## config.mk

```make
export PLATFORM = sky130hd
export DESIGN_NAME = tlik_div
export DESIGN_NICKNAME = d
export VERILOG_FILES = /design/src/rtl/tlik_pkg.sv /design/src/rtl/tlik_div.sv
export SDC_FILE = /design/constraint.sdc
export NUM_CORES = 1
export LEC_CHECK = 0
export BUFFER_PORTS_ARGS = -buffer_cell sky130_fd_sc_hd__buf_2
export CAP_MARGIN = 20
export CORE_AREA = 2 2 165 167
export CTS_BUF_LIST = sky130_fd_sc_hd__clkbuf_4 sky130_fd_sc_hd__clkbuf_8
export DETAILED_ROUTE_END_ITERATION = 7
export DIE_AREA = 0 0 167 169
export PLACE_DENSITY = 0.65
export SETUP_SLACK_MARGIN = 0.05
export SYNTH_ARGS = -nofsm -noshare
export SYNTH_HDL_FRONTEND = slang
export SYNTH_SLANG_ARGS = --single-unit
```

## constraint.sdc

```tcl
create_clock -name clk -period 7.2 [get_ports clk]
set_clock_uncertainty 0.05 [all_clocks]
set_input_delay 0.36 -clock clk [delete_from_list [all_inputs] [get_ports clk]]
set_output_delay 0.36 -clock clk [all_outputs]
set_load 0.05 [all_outputs]
```

## src/rtl/tlik_pkg.sv

```systemverilog
package tlik_pkg;

	// Field and register widths.
	localparam int IN_W      = 20;
	localparam int LEN_W     = 19;
	localparam int ANG_W     = 17;
	localparam int COS_W     = 16;
	localparam int CFG_IDX_W = 1;

	// Register indexes of the configuration port.
	localparam logic [CFG_IDX_W-1:0] REG_UPPER = 1'b0;
	localparam logic [CFG_IDX_W-1:0] REG_FORE  = 1'b1;

	// Shared multiplier: signed operands and product.
	localparam int MUL_W  = 21;
	localparam int PROD_W = 2 * MUL_W;

	// Square root unit: radicand and root widths.
	localparam int SQ_IN_W  = 40;
	localparam int SQ_OUT_W = SQ_IN_W / 2;

	// Divider: divisor width and quotient width of the cosine ratio.
	localparam int DIV_W   = 40;
	localparam int DIV_Q_W = 15;

	// CORDIC datapath.
	localparam int CW               = 36;
	localparam int TAB_LEN          = 24;
	localparam int TAB_IDX_W        = 5;
	localparam int CORDIC_STEPS_DEF = 16;
	localparam int CORDIC_IN_W      = 21;
	localparam logic signed [CW-1:0] PI_Q30 = 36'sd3373259426;

	// Cosine of one in Q2.14.
	localparam logic signed [COS_W-1:0] COS_ONE = 16'sd16384;

	// Arctangent table, atan(2^-i) * 2^30 as a whole number.
	function automatic logic [30:0] atan_tab(input logic [TAB_IDX_W-1:0] i);
		logic [30:0] v;
		v = '0;
		unique case (i)
			5'd0:  v = 31'd843314857;
			5'd1:  v = 31'd497837829;
			5'd2:  v = 31'd263043836;
			5'd3:  v = 31'd133525158;
			5'd4:  v = 31'd67021686;
			5'd5:  v = 31'd33543515;
			5'd6:  v = 31'd16775850;
			5'd7:  v = 31'd8388437;
			5'd8:  v = 31'd4194282;
			5'd9:  v = 31'd2097149;
			5'd10: v = 31'd1048575;
			5'd11: v = 31'd524287;
			5'd12: v = 31'd262143;
			5'd13: v = 31'd131071;
			5'd14: v = 31'd65535;
			5'd15: v = 31'd32767;
			5'd16: v = 31'd16383;
			5'd17: v = 31'd8191;
			5'd18: v = 31'd4095;
			5'd19: v = 31'd2047;
			5'd20: v = 31'd1023;
			5'd21: v = 31'd511;
			5'd22: v = 31'd255;
			5'd23: v = 31'd127;
			default: v = '0;
		endcase
		return v;
	endfunction

endpackage

```

## src/rtl/tlik_div.sv

```systemverilog
// Rounded ratio (m * 2^14 + den / 2) / den, restoring, one quotient bit per cycle.
module tlik_div (
	input  logic                             clk,
	input  logic                             arst_n,
	input  logic                             start,
	input  logic [tlik_pkg::DIV_W-1:0]       m,
	input  logic [tlik_pkg::DIV_W-1:0]       den,
	output logic                             done,
	output logic [tlik_pkg::DIV_Q_W-1:0]     quot
);

	localparam int REM_W = tlik_pkg::DIV_W + tlik_pkg::DIV_Q_W + 1;
	localparam int CNT_W = $clog2(tlik_pkg::DIV_Q_W);

	logic                             busy_q;
	logic                             done_q;
	logic [CNT_W-1:0]                 cnt_q;
	logic [REM_W-1:0]                 rem_q;
	logic [REM_W-1:0]                 dsh_q;
	logic [tlik_pkg::DIV_Q_W-1:0]     quot_q;

	// Control: count down the quotient bits.
	always_ff @(posedge clk or negedge arst_n) begin
		if (!arst_n) begin
			busy_q <= 1'b0;
			done_q <= 1'b0;
			cnt_q  <= '0;
		end else begin
			done_q <= 1'b0;
			if (start) begin
				busy_q <= 1'b1;
				cnt_q  <= CNT_W'(tlik_pkg::DIV_Q_W - 1);
			end else if (busy_q) begin
				cnt_q <= cnt_q - 1'b1;
				if (cnt_q == '0) begin
					busy_q <= 1'b0;
					done_q <= 1'b1;
				end
			end
		end
	end

	// Datapath: compare against the shifted divisor and subtract.
	always_ff @(posedge clk) begin
		if (start) begin
			rem_q  <= (REM_W'(m) << (tlik_pkg::DIV_Q_W - 1)) + REM_W'(den >> 1);
			dsh_q  <= REM_W'(den) << (tlik_pkg::DIV_Q_W - 1);
			quot_q <= '0;
		end else if (busy_q) begin
			if (rem_q >= dsh_q) begin
				rem_q  <= rem_q - dsh_q;
				quot_q <= {quot_q[tlik_pkg::DIV_Q_W-2:0], 1'b1};
			end else begin
				quot_q <= {quot_q[tlik_pkg::DIV_Q_W-2:0], 1'b0};
			end
			dsh_q <= dsh_q >> 1;
		end
	end

	assign done = done_q;
	assign quot = quot_q;

endmodule

```

## Word level (Yosys, flattened, before mapping)

Cells that the tools add are included.

| storage, ports and cells | value |
|---|---|
| word-level logic and storage cells | 29 |
| flip-flop bits (word level) | 131 |
| bits of input ports | 83 |

| operators by class | value |
|---|---|
| reduce and logical (&&, ||, !) cells | 4 |
| $add $sub $neg | 3 |
| $lt $le $gt $ge | 1 |
| muxes and demuxes | 14 |

Operators by type and width:

| operator | count |
|---|---|
| two-way mux 56 bit | 3 |
| two-way mux 54 bit | 2 |
| >= comparator 56 x 54 -> 1 bit | 1 |
| subtractor 56 x 54 -> 56 bit | 1 |
| adder 54 x 39 -> 55 bit | 1 |
| two-way mux 4 bit | 2 |
| two-way mux 1 bit | 7 |
| zero test 4 bit | 1 |
| nonzero test 2 bit | 2 |
| subtractor 4 x 1 -> 4 bit (second input constant) | 1 |
| AND reduction 2 bit | 1 |

## Depth between registers and ports, before layout

| depth | value |
|---|---|
| depth after elaboration | 4 |
| depth in mapped cells | 12 |
| mapped depth without buffers | 12 |

## Least setup slack after synthesis

No wires, ideal clock.

| path | value |
|---|---|
| kind | reg2reg |
| start | register rem_q[0] |
| end | register rem_q[0], enable pin |
| arrival | 5.172 ns |
| slack | 1.489 ns |
| cell stages (with the launch flop) | 13 |
| setup time | 0.488 ns |
| clock period less this slack | 5.711 ns |
| path through | edfxtp_1 > inv_1 > ha_1 > fa_1 > and2b_1 > o21bai_4 > a2111oi_4 > nor2_2 > a211oi_1 > o21bai_1 > a21oi_1 > o21ai_0 > a21oi_1 |

| between the ends | value |
|---|---|
| word-level cells in the longest chain between the ends | 3 |

RTL lines:

| what | line | text |
|---|---|---|
| start, declared | tlik_div.sv:18 | `logic [REM_W-1:0] rem_q;` |
| start signal, assigned | tlik_div.sv:46 | `rem_q <= (REM_W'(m) << (tlik_pkg::DIV_Q_W - 1)) + REM_W'(den >> 1);` |
| start signal, assigned | tlik_div.sv:51 | `rem_q <= rem_q - dsh_q;` |
| >= comparator 56 x 54 -> 1 bit | tlik_div.sv:50 | `if (rem_q >= dsh_q) begin` |
| nonzero test 2 bit (no line) | - |  |
| AND reduction 2 bit (no line) | - |  |

No other way between the ends.
A chain may end at the register's enable or synchronous reset.

## Final worst setup path

| path | value |
|---|---|
| start | register rem_q[0] |
| end | register rem_q[30], enable pin |

The elaborated chain is that of the path after synthesis.

==> run metrics <==
outcome=finished, final reports clean; final hold vios=0; top cell type's share of synthesized area=0.276; setup violators final=0; Mapped Cells=roughly 1.2k; Yosys cell types=77; Synth area leaders=edfxtp_1 28%, ha_1 9.6%, dfxtp_1 5.6%; Avg Cell Area, Syn=8.85 sq um; worst slew pin tran=885 ps; layout cells sized above 1=0.129; worst setup path class=reg2reg; sequential share of the synthesized area=0.346; Core Region=around 27000 sq um; Final Slew Violations=0; total number of vias=slightly below 9k; Crit. End Element=register; crit start category=register; CTS tree=yes; Vias/cell=~5.6; Rows=60; number of synthesized flops with an enable pin=96; residual DRC count=0; Crit Path Max Fanout=31; Synth area leader=edfxtp_1; Tmin final=~4600 ps; DRT Wirelength=27600 microns; Synth Warn #=0; Post-Route Setup TNS=0 ps; M2 GR Usage=0.327; setup slack after layout=approximately 2600 ps; commonest cells after routing, fill and taps aside=128 x nand2_1, 97 x buf_2, 96 x edfxtp_1; Synth Flop Type=edfxtp_1; CTS Buf Count=17; gpl congestion=approximately 0.86; PD cells=between 300 and 400 nW/um^2; post-route ant nets=0; Post-Place Setup Slack=2620 ps; RSZ-0062 raised after global routing=false; DP HPWL=roughly 21000 microns; Worst slew margin=0.409; grt peak-use layer=met2; met1 track utilization from global routing=0.266; Required @ worst endpoint=around 7200 ps; Die X=between 150 and 200 microns; CP arrival=~4600 ps; largest net degree at the start of global routing=81; clk root buf=clkbuf_8; First DRT Iteration DRCs=around 530; GRT Total Usage=0.198; Area growth syn-to-layout=11.2%; vias in the first global route=approximately 8.8k; Antenna diodes=0; ys async rst share=0.0458; Initial Util=0.394; fillers=about 2.7k; first-pass GRT wire length=~45000 microns; Die H=roughly 170 microns; clk buf depth=2; Ports=99; Yosys reg bits=between 100 and 150; post-synth net total=1344; clock-pin slew on the worst setup and hold paths=around 80 ps; total grt overflow=0; clock latency on the worst-skew pair=~450 ps; Port Buffer Count=slightly below 100; first drt pass iteration count=5; Pleak=approximately 5.0 nW; period utilisation layout=0.633; die area=28200 sq um; commonest non-fill, non-tap cell in the layout=nand2_1; Max Freq=219 MHz; routed len/inst=around 17 microns; htree depth=4; initial antenna violation count=0; max_cap viols=0; VDD IR max=0.000150 V; met3 track demand over resource=0.0367; clk sink count=131; nets@finish=roughly 1.4k; Post-Syn Area=10400 sq um; Hold Path Class=in2reg
worst max-delay path, cell delays in order, from the launching register on:
cell and delay [ps]:
edfxtp_1 330, inv_1 40, ha_1 210, fa_1 410, and2b_1 270, o21bai_4 90
a2111oi_4 370, nor2_2 130, a211oi_1 390, o21bai_1 170, a21oi_1 200, o21ai_0 210
a21oi_4 750, buf_4 550
final timing paths:
path / start / end / slack [ps] / cells past startpoint
min in group asynchronous: arst_n / cnt_q[1] / 210 / 2
worst min register to register: quot[14] / quot[14] / 450 / 2
worst max register to register: rem_q[0] / rem_q[30] / 2640 / 13
worst min-delay path: den[35] / dsh_q[49] / 170 / 3
worst max-delay path: rem_q[0] / rem_q[30] / 2640 / 13
max in group asynchronous: arst_n / busy_q / 6740 / 2
registers in the layout, summed over array words and instances (netlist names):
| name | count |
|---|---|
| quot | 15 |
| dsh_q | 54 |
| cnt_q | 4 |
| rem_q | 56 |
| busy_q | 1 |
| done | 1 |
cells in the mapped netlist, types with 7 or more instances:
cell type,count
xnor2_1,45
nand4_1,25
o31ai_1,45
o21a_1,12
and3_1,7
or3_1,9
mux2i_1,36
o21bai_1,20
ha_1,80
a211oi_1,12
inv_1,76
o21ai_0,77
nor2_1,80
nand3_1,16
xor2_1,37
a21o_1,36
a21oi_1,90
clkbuf_1,42
dfxtp_1,29
buf_2,14
nor2b_1,9
nor3_1,12
nand2b_1,8
edfxtp_1,96
a31oi_1,12
o211ai_1,9
nor4_1,7
nand2_1,128
what timing repair did:
action,4_1_cts,5_1_grt
buffers inserted,0,0
setup endpoints to repair,0,0
endpoints found under the hold margin,6,0
resized for setup,0,0
hold buffers,1,0
kinds of logic after synthesis:
family                   Yosys count  synth area share
AO/OA/AOI/OAI                    371             0.243
AND/OR/NAND/NOR                  338             0.154
buffers and inverters            136            0.0506
flip-flops                       131             0.346
XOR/XNOR                          82            0.0688
adder cells (fa/ha/maj)           82            0.0997
multiplexers                      39            0.0378
area by class of cell:
| type | instances | area [sq um] | share of cell area |
|---|---|---|---|
| clock buffer | 21 | 264 | 0.0227 |
| clock inverter | 11 | 136 | 0.0117 |
| inverter | 77 | 289 | 0.0249 |
| multi-input combinational | 912 | 6310 | 0.543 |
| sequential | 131 | 3610 | 0.311 |
| tap | 341 | 427 | 0.0368 |
| timing repair buffer | 105 | 572 | 0.0493 |
power by group:
group | switching, W | internal (W)
Sequential | 0.0000807 | 0.00111
Clock | 0.000303 | 0.000354
Combinational | 0.00156 | 0.000987
Total | 0.00194 | 0.00245
per-stage QoR:
stage	hold slack [ps]	area (sq um)	cells	power (W)	util
after floorplan	14.4	10400	1179	0.00315	-
after global placement	143	11200	1564	0.00369	0.422
after detailed placement	142	11200	1564	0.00371	0.422
after CTS	144	11600	1597	0.00439	0.437
after global routing	143	11600	1598	0.00474	0.438
final	168	11600	1598	0.00440	0.438
metal layers:
layer	share of wire	routed length, microns
met5	0	0
met4	0.017	482
met3	0.046	1280
met2	0.47	12900
met1	0.47	12900
(Power assumes the default switching activity.)
