$ cat config.mk
export PLATFORM = sky130hd
export DESIGN_NAME = tlik_sqrt
export DESIGN_NICKNAME = d
export VERILOG_FILES = /design/src/rtl/tlik_pkg.sv /design/src/rtl/tlik_sqrt.sv
export SDC_FILE = /design/constraint.sdc
export NUM_CORES = 1
export LEC_CHECK = 0
export ABC_AREA = 1
export BUFFER_PORTS_ARGS = -buffer_cell sky130_fd_sc_hd__buf_2
export CAP_MARGIN = 20
export CORE_ASPECT_RATIO = 0.5
export CORE_MARGIN = 1.5
export CORE_UTILIZATION = 35
export DETAILED_ROUTE_END_ITERATION = 6
export PLACE_DENSITY = 0.57
export SYNTH_ARGS = -nofsm -noshare
export SYNTH_HDL_FRONTEND = slang
export SYNTH_SLANG_ARGS = --single-unit
export TNS_END_PERCENT = 10
$ cat constraint.sdc
create_clock -name clk -period 15.8 [get_ports clk]
set_clock_uncertainty 0.15 [all_clocks]
set_input_delay 1.58 -clock clk [delete_from_list [all_inputs] [get_ports clk]]
set_output_delay 1.58 -clock clk [all_outputs]
set_load 0.01 [all_outputs]
$ cat src/rtl/tlik_pkg.sv
package tlik_pkg;

	// Field and register widths.
	localparam int IN_W      = 20;
	localparam int LEN_W     = 19;
	localparam int ANG_W     = 17;
	localparam int COS_W     = 16;
	localparam int CFG_IDX_W = 1;

	// Register indexes of the configuration port.
	localparam logic [CFG_IDX_W-1:0] REG_UPPER = 1'b0;
	localparam logic [CFG_IDX_W-1:0] REG_FORE  = 1'b1;

	// Shared multiplier: signed operands and product.
	localparam int MUL_W  = 21;
	localparam int PROD_W = 2 * MUL_W;

	// Square root unit: radicand and root widths.
	localparam int SQ_IN_W  = 40;
	localparam int SQ_OUT_W = SQ_IN_W / 2;

	// Divider: divisor width and quotient width of the cosine ratio.
	localparam int DIV_W   = 40;
	localparam int DIV_Q_W = 15;

	// CORDIC datapath.
	localparam int CW               = 36;
	localparam int TAB_LEN          = 24;
	localparam int TAB_IDX_W        = 5;
	localparam int CORDIC_STEPS_DEF = 16;
	localparam int CORDIC_IN_W      = 21;
	localparam logic signed [CW-1:0] PI_Q30 = 36'sd3373259426;

	// Cosine of one in Q2.14.
	localparam logic signed [COS_W-1:0] COS_ONE = 16'sd16384;

	// Arctangent table, atan(2^-i) * 2^30 as a whole number.
	function automatic logic [30:0] atan_tab(input logic [TAB_IDX_W-1:0] i);
		logic [30:0] v;
		v = '0;
		unique case (i)
			5'd0:  v = 31'd843314857;
			5'd1:  v = 31'd497837829;
			5'd2:  v = 31'd263043836;
			5'd3:  v = 31'd133525158;
			5'd4:  v = 31'd67021686;
			5'd5:  v = 31'd33543515;
			5'd6:  v = 31'd16775850;
			5'd7:  v = 31'd8388437;
			5'd8:  v = 31'd4194282;
			5'd9:  v = 31'd2097149;
			5'd10: v = 31'd1048575;
			5'd11: v = 31'd524287;
			5'd12: v = 31'd262143;
			5'd13: v = 31'd131071;
			5'd14: v = 31'd65535;
			5'd15: v = 31'd32767;
			5'd16: v = 31'd16383;
			5'd17: v = 31'd8191;
			5'd18: v = 31'd4095;
			5'd19: v = 31'd2047;
			5'd20: v = 31'd1023;
			5'd21: v = 31'd511;
			5'd22: v = 31'd255;
			5'd23: v = 31'd127;
			default: v = '0;
		endcase
		return v;
	endfunction

endpackage

$ cat src/rtl/tlik_sqrt.sv
// Integer square root, one result bit per cycle.
module tlik_sqrt (
	input  logic                             clk,
	input  logic                             arst_n,
	input  logic                             start,
	input  logic [tlik_pkg::SQ_IN_W-1:0]     arg,
	output logic                             done,
	output logic [tlik_pkg::SQ_OUT_W-1:0]    root
);

	logic                            busy_q;
	logic                            done_q;
	logic [tlik_pkg::SQ_IN_W-1:0]    n_q;
	logic [tlik_pkg::SQ_IN_W:0]      r_q;
	logic [tlik_pkg::SQ_IN_W-1:0]    bit_q;
	logic [tlik_pkg::SQ_IN_W:0]      trial;

	assign trial = r_q + {1'b0, bit_q};

	// Control: busy until the last bit position is done.
	always_ff @(posedge clk or negedge arst_n) begin
		if (!arst_n) begin
			busy_q <= 1'b0;
			done_q <= 1'b0;
		end else begin
			done_q <= 1'b0;
			if (start) begin
				busy_q <= 1'b1;
			end else if (busy_q && bit_q[0]) begin
				busy_q <= 1'b0;
				done_q <= 1'b1;
			end
		end
	end

	// Datapath: classic digit-by-digit root.
	always_ff @(posedge clk) begin
		if (start) begin
			n_q   <= arg;
			r_q   <= '0;
			bit_q <= tlik_pkg::SQ_IN_W'(1) << (tlik_pkg::SQ_IN_W - 2);
		end else if (busy_q) begin
			if ({1'b0, n_q} >= trial) begin
				n_q <= n_q - trial[tlik_pkg::SQ_IN_W-1:0];
				r_q <= (r_q >> 1) + {1'b0, bit_q};
			end else begin
				r_q <= r_q >> 1;
			end
			bit_q <= bit_q >> 2;
		end
	end

	assign done = done_q;
	assign root = r_q[tlik_pkg::SQ_OUT_W-1:0];

endmodule

== Yosys cells after proc, flatten, opt, wreduce, memory -nomap -nowiden ==
Index checks and enable logic that the tools add are counted.
Cells by class
  $add $sub $neg: 3
  multiply operators: 0
  divide/modulo/power cells: 0
  $lt $le $gt $ge: 1
  equal/unequal tests: 0
  shifts and indexed selects: 0
  multiplexer cells: 8
  bitwise operators: 0
  reduce and logical (&&, ||, !) cells: 5
Operators with widths (count)
  40-bit two-way mux: 3
  40-bit by 39-bit adder with 41-bit output: 1
  41-bit by 39-bit adder with 41-bit output: 1
  40-bit by 41-bit >= comparator with 1-bit output: 1
  41-bit two-way mux: 1
  40-bit subtractor: 1
  2-bit nonzero test: 3
  1-bit two-way mux: 4
  2-bit AND reduction: 1
  1-bit logical AND: 1
Storage, ports and cells
  register bits after elaboration: 103
  latch bits: 0
  RAM bits: 0
  bits in read-only memories: 0
  bits of input ports: 43
  output and inout bits: 21
  logic and storage cells: 22
  memories: 0

== Longest topological paths before layout ==
  word-level depth: 5
  mapped depth: 28
  mapped depth without buffers: 28

== Least setup slack after synthesis ==
Ideal clock, no wire load.
  kind: reg2reg
  start: register bit_q[0] (netlist name)
  end: register n_q[0] (netlist name), enable pin
  setup time: 493 ps
  data arrival time: 6180 ps
  required time: 15157 ps
  slack: 8977 ps
  cell stages (with the launch flop): 21
  path buffers: 1
  period minus slack after synthesis: 6823 ps
  path through: dfxtp_1 > ha_1 > ha_1 > nand3_1 > nand2_1 > nand2_1 > a21oi_1 > a21oi_1 > o21ai_0 > a21oi_1 > xor2_1 > ha_1 > nand4_1 > nor3_1 > nand3_1 > nand2_1 > a21oi_1 > nor2_8 > nand2_4 > buf_4 > o21ai_0
On the way
  longest elaborated chain between the ends: 4
Ends and longest elaborated chain
  from (decl): RTL line tlik_sqrt.sv:15  | logic [tlik_pkg::SQ_IN_W-1:0] bit_q;
  from (signal assigned): RTL line tlik_sqrt.sv:41  | bit_q <= tlik_pkg::SQ_IN_W'(1) << (tlik_pkg::SQ_IN_W - 2);
  from (signal assigned): RTL line tlik_sqrt.sv:49  | bit_q <= bit_q >> 2;
  41-bit by 39-bit adder with 41-bit output: RTL line tlik_sqrt.sv:18  | assign trial = r_q + {1'b0, bit_q};
  40-bit by 41-bit >= comparator with 1-bit output: RTL line tlik_sqrt.sv:43  | if ({1'b0, n_q} >= trial) begin
  2-bit nonzero test (no source line)
  2-bit AND reduction (no source line)
  to (signal assigned): RTL line tlik_sqrt.sv:39  | n_q <= arg;
  to (signal assigned): RTL line tlik_sqrt.sv:44  | n_q <= n_q - trial[tlik_pkg::SQ_IN_W-1:0];
  to (decl): RTL line tlik_sqrt.sv:13  | logic [tlik_pkg::SQ_IN_W-1:0] n_q;
Every way passes these cells.
A chain may end at the register's enable or synchronous reset.

== Worst setup path in the final report ==
  start: register bit_q[0] (netlist name)
  end: register n_q[16] (netlist name), enable pin
Same word-level chain as after synthesis.

==> summary.md <==
| Metric | Value |
|---|---|
| Worst reg2reg path depth | `25` |
| Worst-case clock buffer depth | `2` |
| CP top delay family | `simple AND/OR/NAND/NOR gates` |
| Outcome | `complete, no violations` |
| Cell variety after synth | `48` |
| Most used cell, CP | `nand2_1` |
| Setup tns final | `0 ps` |
| Rows | `46` |
| Core Region | `0.0315 sq mm` |
| Relative slew margins | `0.334` |
| Final cell count without fillers | `2275` |
| CTS Hold Bufs | `0` |
| H-tree Lvls | `3` |
| Die Ht | `129 um` |
| Hold Crit Start | `r_q[0]` |
| Post_cts resized | `0` |
| Period utilization | `0.385` |
| Final Hold Vio Count | `0` |
| Worst path required time | `15670 ps` |
| Worst slack at placement | `9750 ps` |
| Total number of vias | `11.8k` |
| RR Startpoint | `bit_q[0]` |
| Number of flops mapped to enable cells by yosys | `40` |
| WP buf/inv | `1` |
| Post-synth ARST share | `0.0194` |
| Final Util | `0.381` |
| Area after DPL | `0.0117 sq mm` |
| Pleak | `5.40 nW` |
| Root Driver | `clkbuf_16` |
| Most frequent cells in the layout | `483 x nand2_1, 233 x inv_1, 200 x nor2_1, 169 x nand3_1, 133 x a21oi_1` |
| Worst-path clk slew | `80 ps` |
| Ports | `64` |
| Antenna fix cells | `0` |
| Global route total overflow | `0` |
| Routed wire length | `39000 um` |
| DP HPWL | `31300 um` |
| # placed instances | `2259` |
| Nature of the critical path startpoint | `flop` |
| HP Class | `flop to flop` |
| Crit path kind | `flop to flop` |
| Slowest stage delay, CP | `510 ps` |
| CTS tree | `done` |
| Maxcap violations | `0` |
| Via/cell ratio | `5.19` |
| Crit. path cell count | `25` |
| Final instance area | `0.0120 sq mm` |
| Syn avg cell area | `6.11 sq um` |
| Mapped Cells | `1829` |
| Most common cell after layout, fill and taps aside | `nand2_1` |
| Hold Path Depth | `2` |
| Gpl congestion | `0.951` |
| Tot Pwr | `2.29 mW` |
| Largest net degree at the start of global routing | `88` |
| Die area | `0.0331 sq mm` |
| Post-route worst setup slack | `9720 ps` |
| Critical path arrival | `5950 ps` |
| CP Max Fanout | `42` |
| Yosys top cell area share | `0.162` |
| Dominant cells by area after synthesis | `nand2_1 16%, dfxtp_1 11%, edfxtp_1 11%, ha_1 9.2%, inv_1 7.9%` |
| Worst-margin pin slew | `1000 ps` |
| Vias in the first global route | `11.0k` |
| Syn Std Cell Area | `0.0112 sq mm` |
| Detailed Routing Iterations Pass 1 | `6` |
| YS warnings | `0` |
| Setup Viol. Count Final | `0` |
| Layout area overhead | `7.34%` |
| CP Capture Type | `flop` |
| Share of cells above drive strength 1 | `0.0629` |
| Latest clock arrival within the worst-skew pair | `390 ps` |
| Syn Nets | `1955` |
| Pins Over Slew Limit | `0` |
| Routed len/inst | `17.1 um` |
| Sequential area share after synthesis | `0.221` |
| Area leader, netlist | `nand2_1` |
| Final net count | `1964` |
| Die Wd | `256 um` |
| First-pass GRT wire length | `60300 um` |
| TritonCTS buffer count | `9` |
| Gr usage total | `0.234` |
| Initial DRC count | `952` |
| DRC viols | `0` |
| Hold slack | `353 ps` |
| Port Buf Inserts | `63` |
| Setup Buffers After CTS | `0` |
| Antenna violation net count after detailed routing | `0` |
| Initial antenna violation count | `0` |
| Worst vdd ir | `0.0000692 V` |
| Achievable clock frequency | `0.165 GHz` |
| Worst setup startpoint | `bit_q[0]` |
| CTS sink cnt | `103` |
| RSZ-0062 raised after global routing | `no` |
| Power density cells | `191 mW/mm^2` |
| CP max-delay cell | `buf_4` |
| #FFs+latches synth | `103` |
| Initial core utilization | `0.355` |
| Synth Flop Type | `dfxtp_1` |
| Min Tclk post-route | `6080 ps` |
==> where the power goes <==
group,internal (mW),total [mW],switching [mW]
registers,0.404,0.505,0.102
logic,0.514,1.55,1.04
clock network,0.115,0.235,0.120
total,1.03,2.29,1.26
==> synthesized netlist by cell type, types with 7 or more instances <==
library cell / count
nor2_1: 200
a21o_1: 7
edfxtp_1: 40
a31oi_1: 13
or2_2: 17
a21oi_1: 133
o21ai_1: 10
nor3_1: 18
dfxtp_1: 61
buf_4: 21
nand4_1: 18
nand3_1: 169
xnor2_1: 33
buf_2: 12
xor2_1: 40
o21ai_0: 122
ha_1: 82
nand2_1: 483
clkbuf_1: 31
o21bai_1: 16
inv_1: 234
nor4_1: 7
==> path summary, 6_finish.rpt <==
kind / to / slack (ps)
min: r_q[0] / 350
min reg2reg: r_q[0] / 350
max in group asynchronous: busy_q / 14580
min in group asynchronous: done / 810
max: n_q[16] / 9720
max reg2reg: n_q[16] / 9720
==> flip-flops by register name, indices dropped and copies added, names as in the netlist <==
register  flops
bit_q        20
busy_q        1
done          1
n_q          40
r_q          41
==> final cells by class <==
| class | count | area [sq um] |
|---|---|---|
| fill | 3555 | 19500 |
| clock inverter | 5 | 48.8 |
| inverter | 235 | 882 |
| sequential | 103 | 2470 |
| clock buffer | 11 | 243 |
| multi-input combinational | 1421 | 7460 |
| tap | 432 | 541 |
| timing repair buffer | 68 | 355 |
==> tightest hold or removal path, delay by kind of cell, from the launching register on <==
| family | cells | cell delay, ps |
|---|---|---|
| DFF | 1 | 330 |
| and+or+nand+nor | 1 | 70 |
| AOI/OAI and AO/OA | 1 | 60 |
==> layer usage <==
layer  global-route usage  up-vias  share of wire
met1                0.336     5399           0.50
met5                    0        -              0
met2                0.357      371           0.41
met3               0.0456       48          0.068
li1                     -     5998              -
met4               0.0627        0          0.019
==> kinds of logic after synthesis <==
logic type | Yosys count | share of synthesized area
adders and majority gates | 83 | 0.0935
and+or+nand+nor | 937 | 0.355
AOI/OAI and AO/OA | 328 | 0.161
DFF | 103 | 0.221
xor gates and xnor gates | 73 | 0.0572
buffers and inverters | 305 | 0.113
No activity file was read; power rests on OpenSTA's default activity.
