## src/rtl/tlik_pkg.sv

```systemverilog
package tlik_pkg;

	// Field and register widths.
	localparam int IN_W      = 20;
	localparam int LEN_W     = 19;
	localparam int ANG_W     = 17;
	localparam int COS_W     = 16;
	localparam int CFG_IDX_W = 1;

	// Register indexes of the configuration port.
	localparam logic [CFG_IDX_W-1:0] REG_UPPER = 1'b0;
	localparam logic [CFG_IDX_W-1:0] REG_FORE  = 1'b1;

	// Shared multiplier: signed operands and product.
	localparam int MUL_W  = 21;
	localparam int PROD_W = 2 * MUL_W;

	// Square root unit: radicand and root widths.
	localparam int SQ_IN_W  = 40;
	localparam int SQ_OUT_W = SQ_IN_W / 2;

	// Divider: divisor width and quotient width of the cosine ratio.
	localparam int DIV_W   = 40;
	localparam int DIV_Q_W = 15;

	// CORDIC datapath.
	localparam int CW               = 36;
	localparam int TAB_LEN          = 24;
	localparam int TAB_IDX_W        = 5;
	localparam int CORDIC_STEPS_DEF = 16;
	localparam int CORDIC_IN_W      = 21;
	localparam logic signed [CW-1:0] PI_Q30 = 36'sd3373259426;

	// Cosine of one in Q2.14.
	localparam logic signed [COS_W-1:0] COS_ONE = 16'sd16384;

	// Arctangent table, atan(2^-i) * 2^30 as a whole number.
	function automatic logic [30:0] atan_tab(input logic [TAB_IDX_W-1:0] i);
		logic [30:0] v;
		v = '0;
		unique case (i)
			5'd0:  v = 31'd843314857;
			5'd1:  v = 31'd497837829;
			5'd2:  v = 31'd263043836;
			5'd3:  v = 31'd133525158;
			5'd4:  v = 31'd67021686;
			5'd5:  v = 31'd33543515;
			5'd6:  v = 31'd16775850;
			5'd7:  v = 31'd8388437;
			5'd8:  v = 31'd4194282;
			5'd9:  v = 31'd2097149;
			5'd10: v = 31'd1048575;
			5'd11: v = 31'd524287;
			5'd12: v = 31'd262143;
			5'd13: v = 31'd131071;
			5'd14: v = 31'd65535;
			5'd15: v = 31'd32767;
			5'd16: v = 31'd16383;
			5'd17: v = 31'd8191;
			5'd18: v = 31'd4095;
			5'd19: v = 31'd2047;
			5'd20: v = 31'd1023;
			5'd21: v = 31'd511;
			5'd22: v = 31'd255;
			5'd23: v = 31'd127;
			default: v = '0;
		endcase
		return v;
	endfunction

endpackage

```

## src/rtl/tlik_cordic.sv

```systemverilog
// Vectoring CORDIC atan2, one micro-rotation per cycle, result in Q3.13.
module tlik_cordic #(
	parameter int CORDIC_STEPS = tlik_pkg::CORDIC_STEPS_DEF
) (
	input  logic                                    clk,
	input  logic                                    arst_n,
	input  logic                                    start,
	input  logic signed [tlik_pkg::CORDIC_IN_W-1:0] yin,
	input  logic signed [tlik_pkg::CORDIC_IN_W-1:0] xin,
	output logic                                    done,
	output logic signed [tlik_pkg::ANG_W-1:0]       angle
);

	localparam int CW    = tlik_pkg::CW;
	localparam int STEPS = (CORDIC_STEPS < tlik_pkg::TAB_LEN) ? CORDIC_STEPS
		: tlik_pkg::TAB_LEN;

	typedef enum logic [2:0] {
		C_IDLE = 3'b001,
		C_NORM = 3'b010,
		C_ROT  = 3'b100
	} cordic_state_t;

	cordic_state_t                      state_q;
	logic                               done_q;
	logic [tlik_pkg::TAB_IDX_W-1:0]     idx_q;
	logic signed [CW-1:0]               x_q;
	logic signed [CW-1:0]               y_q;
	logic signed [CW-1:0]               z_q;
	logic signed [CW-1:0]               ax;
	logic signed [CW-1:0]               ay;
	logic signed [CW-1:0]               mx;
	logic signed [CW-1:0]               dx;
	logic signed [CW-1:0]               dy;
	logic signed [CW-1:0]               da;
	logic signed [CW-1:0]               zr;
	logic                               last_step;

	// Magnitude of the larger operand steers the normalization.
	always_comb begin
		ax = x_q[CW-1] ? -x_q : x_q;
		ay = y_q[CW-1] ? -y_q : y_q;
		mx = (ax > ay) ? ax : ay;
		dx = y_q >>> idx_q;
		dy = x_q >>> idx_q;
		da = CW'($signed({1'b0, tlik_pkg::atan_tab(idx_q)}));
		zr = z_q + (CW'(1) <<< 16);
		last_step = (idx_q == tlik_pkg::TAB_IDX_W'(STEPS - 1));
	end

	// Sequencer: normalize, mirror, then rotate.
	always_ff @(posedge clk or negedge arst_n) begin
		if (!arst_n) begin
			state_q <= C_IDLE;
			done_q  <= 1'b0;
			idx_q   <= '0;
		end else begin
			done_q <= 1'b0;
			unique case (state_q)
				C_IDLE: begin
					if (start) begin
						state_q <= C_NORM;
						idx_q   <= '0;
					end
				end
				C_NORM: begin
					if (mx == '0) begin
						state_q <= C_IDLE;
						done_q  <= 1'b1;
					end else if (mx >= (CW'(1) <<< 30)) begin
						state_q <= C_ROT;
					end
				end
				C_ROT: begin
					idx_q <= idx_q + 1'b1;
					if (last_step) begin
						state_q <= C_IDLE;
						done_q  <= 1'b1;
					end
				end
				default: state_q <= C_IDLE;
			endcase
		end
	end

	// Datapath registers.
	always_ff @(posedge clk) begin
		if (state_q == C_IDLE && start) begin
			x_q <= CW'(xin);
			y_q <= CW'(yin);
			z_q <= '0;
		end else if (state_q == C_NORM) begin
			if (mx == '0) begin
				z_q <= '0;
			end else if (mx < (CW'(1) <<< 22)) begin
				x_q <= x_q <<< 8;
				y_q <= y_q <<< 8;
			end else if (mx < (CW'(1) <<< 30)) begin
				x_q <= x_q <<< 1;
				y_q <= y_q <<< 1;
			end else if (x_q[CW-1]) begin
				// Left half-plane: mirror through the origin and start from +/-pi.
				x_q <= -x_q;
				y_q <= -y_q;
				z_q <= y_q[CW-1] ? -tlik_pkg::PI_Q30 : tlik_pkg::PI_Q30;
			end
		end else if (state_q == C_ROT) begin
			if (!y_q[CW-1]) begin
				x_q <= x_q + dx;
				y_q <= y_q - dy;
				z_q <= z_q + da;
			end else begin
				x_q <= x_q - dx;
				y_q <= y_q + dy;
				z_q <= z_q - da;
			end
		end
	end

	assign done  = done_q;
	assign angle = zr[17 + tlik_pkg::ANG_W - 1:17];

endmodule

```

## config.mk

```make
export PLATFORM = sky130hd
export DESIGN_NAME = tlik_cordic
export DESIGN_NICKNAME = d
export VERILOG_FILES = /design/src/rtl/tlik_pkg.sv /design/src/rtl/tlik_cordic.sv
export SDC_FILE = /design/constraint.sdc
export NUM_CORES = 1
export LEC_CHECK = 0
export BUFFER_PORTS_ARGS = -buffer_cell sky130_fd_sc_hd__buf_4
export CORE_MARGIN = 2
export CORE_UTILIZATION = 54
export CTS_CLUSTER_DIAMETER = 100
export CTS_CLUSTER_SIZE = 24
export DETAILED_ROUTE_END_ITERATION = 8
export PLACE_DENSITY_LB_ADDON = 0.2
export SETUP_SLACK_MARGIN = 0.02
export SLEW_MARGIN = 10
export SYNTH_ARGS = -nofsm -noshare
export SYNTH_HDL_FRONTEND = slang
export SYNTH_SLANG_ARGS = --single-unit
```

## constraint.sdc

```tcl
create_clock -name clk -period 12.31 [get_ports clk]
set_input_delay 1.8465 -clock clk [delete_from_list [all_inputs] [get_ports clk]]
set_output_delay 1.8465 -clock clk [all_outputs]
set_load 0.005 [all_outputs]
```

======== Yosys cells after proc, flatten, opt, wreduce, memory -nomap -nowiden ========
Memories as Yosys holds them, arrays and structs flattened.
Index checks and enable logic that the tools add are counted.
operators by class
  add/sub/neg operators ................... 10
  $mul .................................... 0
  divide/modulo/power cells ............... 0
  $lt $le $gt $ge ......................... 4
  eq/ne operators ......................... 12
  shift operators ......................... 2
  muxes and demuxes ....................... 36
  bitwise operators ....................... 0
  reduce and logical (&&, ||, !) cells .... 10
operators by type and width
  cell                      number
  $mux W36                  26
  $add A36 B36 Y36          2
  $neg A36 Y36              2
  $sshr A36 B5 Y36          2
  $sub A36 B36 Y36          2
  $add A36 B32 Y36          1
  $ge A36 B32 Y1 const B    1
  $gt A36 B36 Y1            1
  $logic_not A36 Y1         1
  $lt A36 B24 Y1 const B    1
  $lt A36 B32 Y1 const B    1
  $sub A36 B32 Y36          1
  $add A34 B18 Y34 const B  1
  $ne A3 B3 Y1 const B      5
  $mux W3                   4
  $pmux W5 S2               1
  $pmux W3 S3               1
  $reduce_and A3 Y1         2
  $add A5 B1 Y5 const B     1
  $eq A5 B4 Y1 const B      1
  $mux W5                   1
  $ne A5 B3 Y1 const B      1
  $ne A2 B2 Y1 const B      2
  $reduce_and A2 Y1         2
  9 further kinds           11
storage, ports and cells
  flip-flop bits (word level) ............. 117
  bits in latches ......................... 0
  bits in writable memories ............... 0
  bits in read-only memories .............. 960
  input bits .............................. 45
  output and inout bits ................... 18
  word-level logic and storage cells ...... 81
  memories kept ........................... 1
memory list
  name             depth  width  rd ports  clocked after Yosys merged registers in  wr ports  line            source
  (no name shown)  32     30     1         0                                        0         tlik_pkg.sv:41  unique case (i)

======== Depth between registers and ports, before layout ========
  depth after elaboration ................. 10
  depth in mapped cells ................... 32
  gate-level depth less buffers ........... 23

======== Worst setup path before layout ========
OpenSTA, ideal clock, no wires.
  path kind ............................... register -> register
  from .................................... register x_q[9]
  to ...................................... register y_q[10] (enable)
  setup time .............................. 0.447 ns
  arrival ................................. 6.516 ns
  data required time ...................... 11.863 ns
  path slack .............................. 5.347 ns
  stages on the path, launching flop included .. 19
  path buffers ............................ 4
  period minus slack after synthesis ...... 6.963 ns
  cell sequence ........................... edfxtp_1 > buf_6 > or4_4 > or4_4 > buf_6 > or4_1 > nor3_1 > ha_1 > nand4_1 > nor4_1 > nand4_1 > o21bai_1 > nand3_1 > o21ai_1 > o211ai_1 > nand2_1 > buf_2 > buf_2 > a32oi_1
on the way
  longest elaborated chain between the ends .. 7
  elaborated cells on any way between the ends .. 10
  classes of those cells .................. add/sub (1); order compare (3); eq/ne (2); mux (2); reduce/logical (2)
RTL lines
  item                                                    line                source
  start, declared                                         tlik_cordic.sv:27   logic signed [CW-1:0] x_q;
  start signal, assigned                                  tlik_cordic.sv:89   x_q <= CW'(xin);
  start signal, assigned                                  tlik_cordic.sv:96   x_q <= x_q <<< 8;
  start signal, assigned                                  tlik_cordic.sv:99   x_q <= x_q <<< 1;
  $neg A36 Y36                                            tlik_cordic.sv:41   ax = x_q[CW-1] ? -x_q : x_q;
  $mux W36 *                                              --
  $gt A36 B36 Y1                                          tlik_cordic.sv:43   mx = (ax > ay) ? ax : ay;
  $mux W36 *                                              tlik_cordic.sv:43
  $lt A36 B24 Y1 (tied with other cells)                  tlik_cordic.sv:95   end else if (mx < (CW'(1) <<< 22)) begin
  $ne A5 B3 Y1 (no line) or $ne A3 B3 Y1 (tied branches)  --
  $reduce_and A3 Y1 (no line) *                           --
  end signal, assigned                                    tlik_cordic.sv:97   y_q <= y_q <<< 8;
  end signal, assigned                                    tlik_cordic.sv:100  y_q <= y_q <<< 1;
  end signal, assigned                                    tlik_cordic.sv:104  y_q <= -y_q;
  end, declared                                           tlik_cordic.sv:28   logic signed [CW-1:0] y_q;
Mark *: on every way between the ends. The rest lies on a longest branch, timed or not.
A chain may end at the register's enable or synchronous reset.

======== Worst setup path in the final report ========
  from .................................... register idx_q[1] in the netlist's numbering
  to ...................................... register y_q[30] (data pin)
on the way
  longest elaborated chain between the ends .. 6
  elaborated cells on any way between the ends .. 7
  classes of those cells .................. add/sub (2); shift (1); mux (4)
RTL lines
  item                                                  line                                    source
  start, declared                                       tlik_cordic.sv:26                       logic [tlik_pkg::TAB_IDX_W-1:0] idx_q;
  start signal, assigned                                tlik_cordic.sv:75                       idx_q <= idx_q + 1'b1;
  $sshr A36 B5 Y36 *                                    tlik_cordic.sv:45                       dy = x_q >>> idx_q;
  $sub A36 B36 Y36 or $add A36 B36 Y36 (tied branches)  tlik_cordic.sv:110, tlik_cordic.sv:114
  $mux W36 *                                            tlik_cordic.sv:108                      if (!y_q[CW-1]) begin
  $mux W36 *                                            tlik_cordic.sv:107                      end else if (state_q == C_ROT) begin
  $mux W36 *                                            tlik_cordic.sv:92                       end else if (state_q == C_NORM) begin
  $mux W36 *                                            tlik_cordic.sv:88                       if (state_q == C_IDLE && start) begin
  end signal, assigned                                  tlik_cordic.sv:90                       y_q <= CW'(yin);
  end signal, assigned                                  tlik_cordic.sv:97
  end signal, assigned                                  tlik_cordic.sv:110                      y_q <= y_q - dy;
Mark *: on every way between the ends. The rest lies on a longest branch, timed or not. The select of a mux whose other input is x is not followed.

==> flow_summary_export.csv <==
group,metric,value,unit
yosys,synthCells,2891,
setup_path,worstPathMaxFanout,69,
setup_path,cp_num_buf_inv,1,
yosys,synth_area_leaders,"edfxtp_1, ha_1, mux4_2",
clock_network,clkSinkCount,115,
setup_path,cp-start-kind,"register",
global_route,grt_pass1_vias,22746,
floorplan,num_io_pins,63,
routing,viasPerCell,7.45,
clock_network,ctsHtreeMaxLevel,4,
run,max_cap_violations,0,
global_route,antenna_found_initial,0,
timing,skew,0.0269,ns
timing,rsz0062_at_grt,"false",
floorplan,initial_utilization,0.545,
status,status,"finished, final reports clean",
floorplan,fp.dieW,209,um
layout,area_delta_synth_final,4.71,%
yosys,synthArstFlopShare,0.0783,
setup_path,cp_top_family,"compound AO/OA/AOI/OAI gates",
routing,drtPass1Iterations,7,
setup_path,crit_top_cell,"nand2_1",
routing,final_antenna_net_count,0,
floorplan,die_area,43700,sq um
clock_network,ctsResizeCount,0,
setup_path,crit_arrival,8.49,ns
timing,finalCritPeriodShare,0.671,
clock_network,clk_pin_slew_worst_paths,0.07,ns
routing,drt_wl_total,99600,um
floorplan,dieHeight,209,um
clock_network,clk_latency,0.52,ns
yosys,synth_area_per_cell,7.85,sq um
placed_design,dpl_cell_area,23200,sq um
timing,finalSetupTns,0,ns
timing,slew_headroom,0.129,
setup_path,max_stage_delay,1.10,ns
layout,drive_above_1_share,0.124,
yosys,ys_dominant_reg_cell,"edfxtp_1",
setup_path,slowest_stage,"dfrtp_4",
global_route,grt_pass1_wl,148000,um
placed_design,gp_congestion,1.03,
timing,holdWs,0.508,ns
clock_network,clockRootBuffer,"clkbuf_16",
layout,fillers,3925,
layout,final_cell_area,23800,sq um
timing,period_minus_slack,8.26,ns
yosys,yosys.area.top_type,"edfxtp_1",
global_route,grt_max_degree,88,
floorplan,rows,75,
timing,fmax,0.121,GHz
floorplan,core,41700,sq um
yosys,syn-num-nets,3094,
yosys,synth_top_cell_area_share,0.0953,
global_route,grt_usage,0.451,
layout,diodes,0,
yosys,synth_common_cells,"nor2_1, nand2_1, a21oi_1",
yosys,synth.cell_area,22700,sq um
timing,finalSetupViolCount,0,
placed_design,dp_hpwl,72600,um
clock_network,cts_buffers,17,
routing,wl_per_cell,29.7,um
clock_network,cts_hold_buf,0,
timing,maxSlewViolCount,0,
routing,num_vias,24988,
setup_path,end_kind,"register",
setup_path,required,12.54,ns
yosys,synth_enable_flop_cells,72,
clock_network,clock_path_buffers,2,
yosys,post-synth-top-count-cell,"nor2_1",
yosys,synth_seq_cells,115,
timing,worstMarginPinSlew,1.31,ns
placed_design,io_buffer_count,62,
setup_path,critical_path_class,"register to register",
yosys,synth.distinct_cells,107,
routing,dr.first_iter.drc_count,4510,
routing,drcViolationCount,0,
global_route,grt-ovfl-total,0,
clock_network,post_cts_buffers,0,
worst_hold_path,hold_path_class,"register to register",
setup_path,crit_path_cell_trace,"buf_4, mux4_2, mux2i_1, o22ai_1, a221oi_1, nor4b_1, nand2_1, nor3b_1, nand2_1, nand2_1, xnor2_1, ha_1, a21oi_1, nor2b_1, o21a_1, o21ai_0, o211a_1, o41ai_1, mux2i_1, a2111oi_0, nor3_1",
yosys,ys_seq_area_frac,0.135,
yosys,synth-warning-count,0,
clock_network,tritoncts,"built",
timing,hold_viol,0,
layout,nets,3003,
## worst min-delay path, delay by kind of cell (launching register included)
kind | cells | cell delay [ns]
DFF | 1 | 0.32
and+or+nand+nor | 2 | 0.15
## flip-flops by register name, indices dropped and copies added (netlist names)
name	flops
x_q	36
y_q	36
z_q	34
idx_q	5
state_q	3
done	1
## layer usage
layer  vias to the layer above  global-route usage  share of wire
li1                      10847                   -              -
met1                     11850               0.632           0.41
met2                      1972               0.616           0.39
met3                       319               0.125           0.14
met4                         0               0.258          0.064
met5                         -                   0              0
## cells in the final DEF, fill, tap and decap left out, types with 27 or more instances in the layout
| cell | instances |
|---|---|
| o221ai_1 | 31 |
| o21ai_0 | 192 |
| xor2_1 | 105 |
| xnor2_1 | 162 |
| a21o_1 | 57 |
| a211oi_1 | 42 |
| or3_1 | 30 |
| dfxtp_1 | 34 |
| mux4_2 | 75 |
| nand4_1 | 28 |
| a21oi_1 | 228 |
| nor2_1 | 240 |
| mux2i_1 | 82 |
| a221oi_1 | 40 |
| o211ai_1 | 33 |
| o21a_1 | 40 |
| nand2_1 | 234 |
| a31oi_1 | 40 |
| buf_4 | 136 |
| nand2b_1 | 34 |
| edfxtp_1 | 72 |
| nor3_1 | 70 |
| inv_1 | 67 |
| a221o_1 | 27 |
| nand3_1 | 50 |
| ha_1 | 155 |
| o22ai_1 | 62 |
## kinds of logic after synthesis
logic type,count (synthesis),share of synthesized area
muxes,185,0.126
and+or+nand+nor,866,0.186
AOI/OAI and AO/OA,983,0.292
DFF,115,0.135
buffers and inverters,316,0.0684
xor gates and xnor gates,268,0.104
adders and majority gates,158,0.0881
## through the flow
stage               std cells  utilization  worst slack, ns
finish                   3352        0.570             4.05
global route             3352        0.570             3.40
CTS                      3352        0.570             4.25
detailed placement       3320        0.556             4.26
global placement         3320        0.556             4.35
floorplan                2891            -             5.35
## final cells by class
cell class,count,area [sq um],share of cell area
inverter,70,263,0.0111
sequential,115,3080,0.130
timing repair buffer,136,1020,0.0430
clock inverter,11,87.6,0.00369
multi-input combinational,2460,18100,0.763
clock buffer,21,497,0.0209
tap,539,674,0.0284
## final timing paths
path	cells after the start	slack [ns]	startpoint	to
min reg2reg	2	0.51	z_q[3]	z_q[3]
min	2	0.51	z_q[3]	z_q[3]
min in group asynchronous	1	1.16	arst_n	done
max	21	4.05	idx_q[1]	y_q[30]
max reg2reg	21	4.05	idx_q[1]	y_q[30]
max in group asynchronous	1	10.93	arst_n	state_q[0]
Power is left out: the tool's default activity adds up to more than one toggle a clock period on the data nets, which glitch-free logic cannot reach.
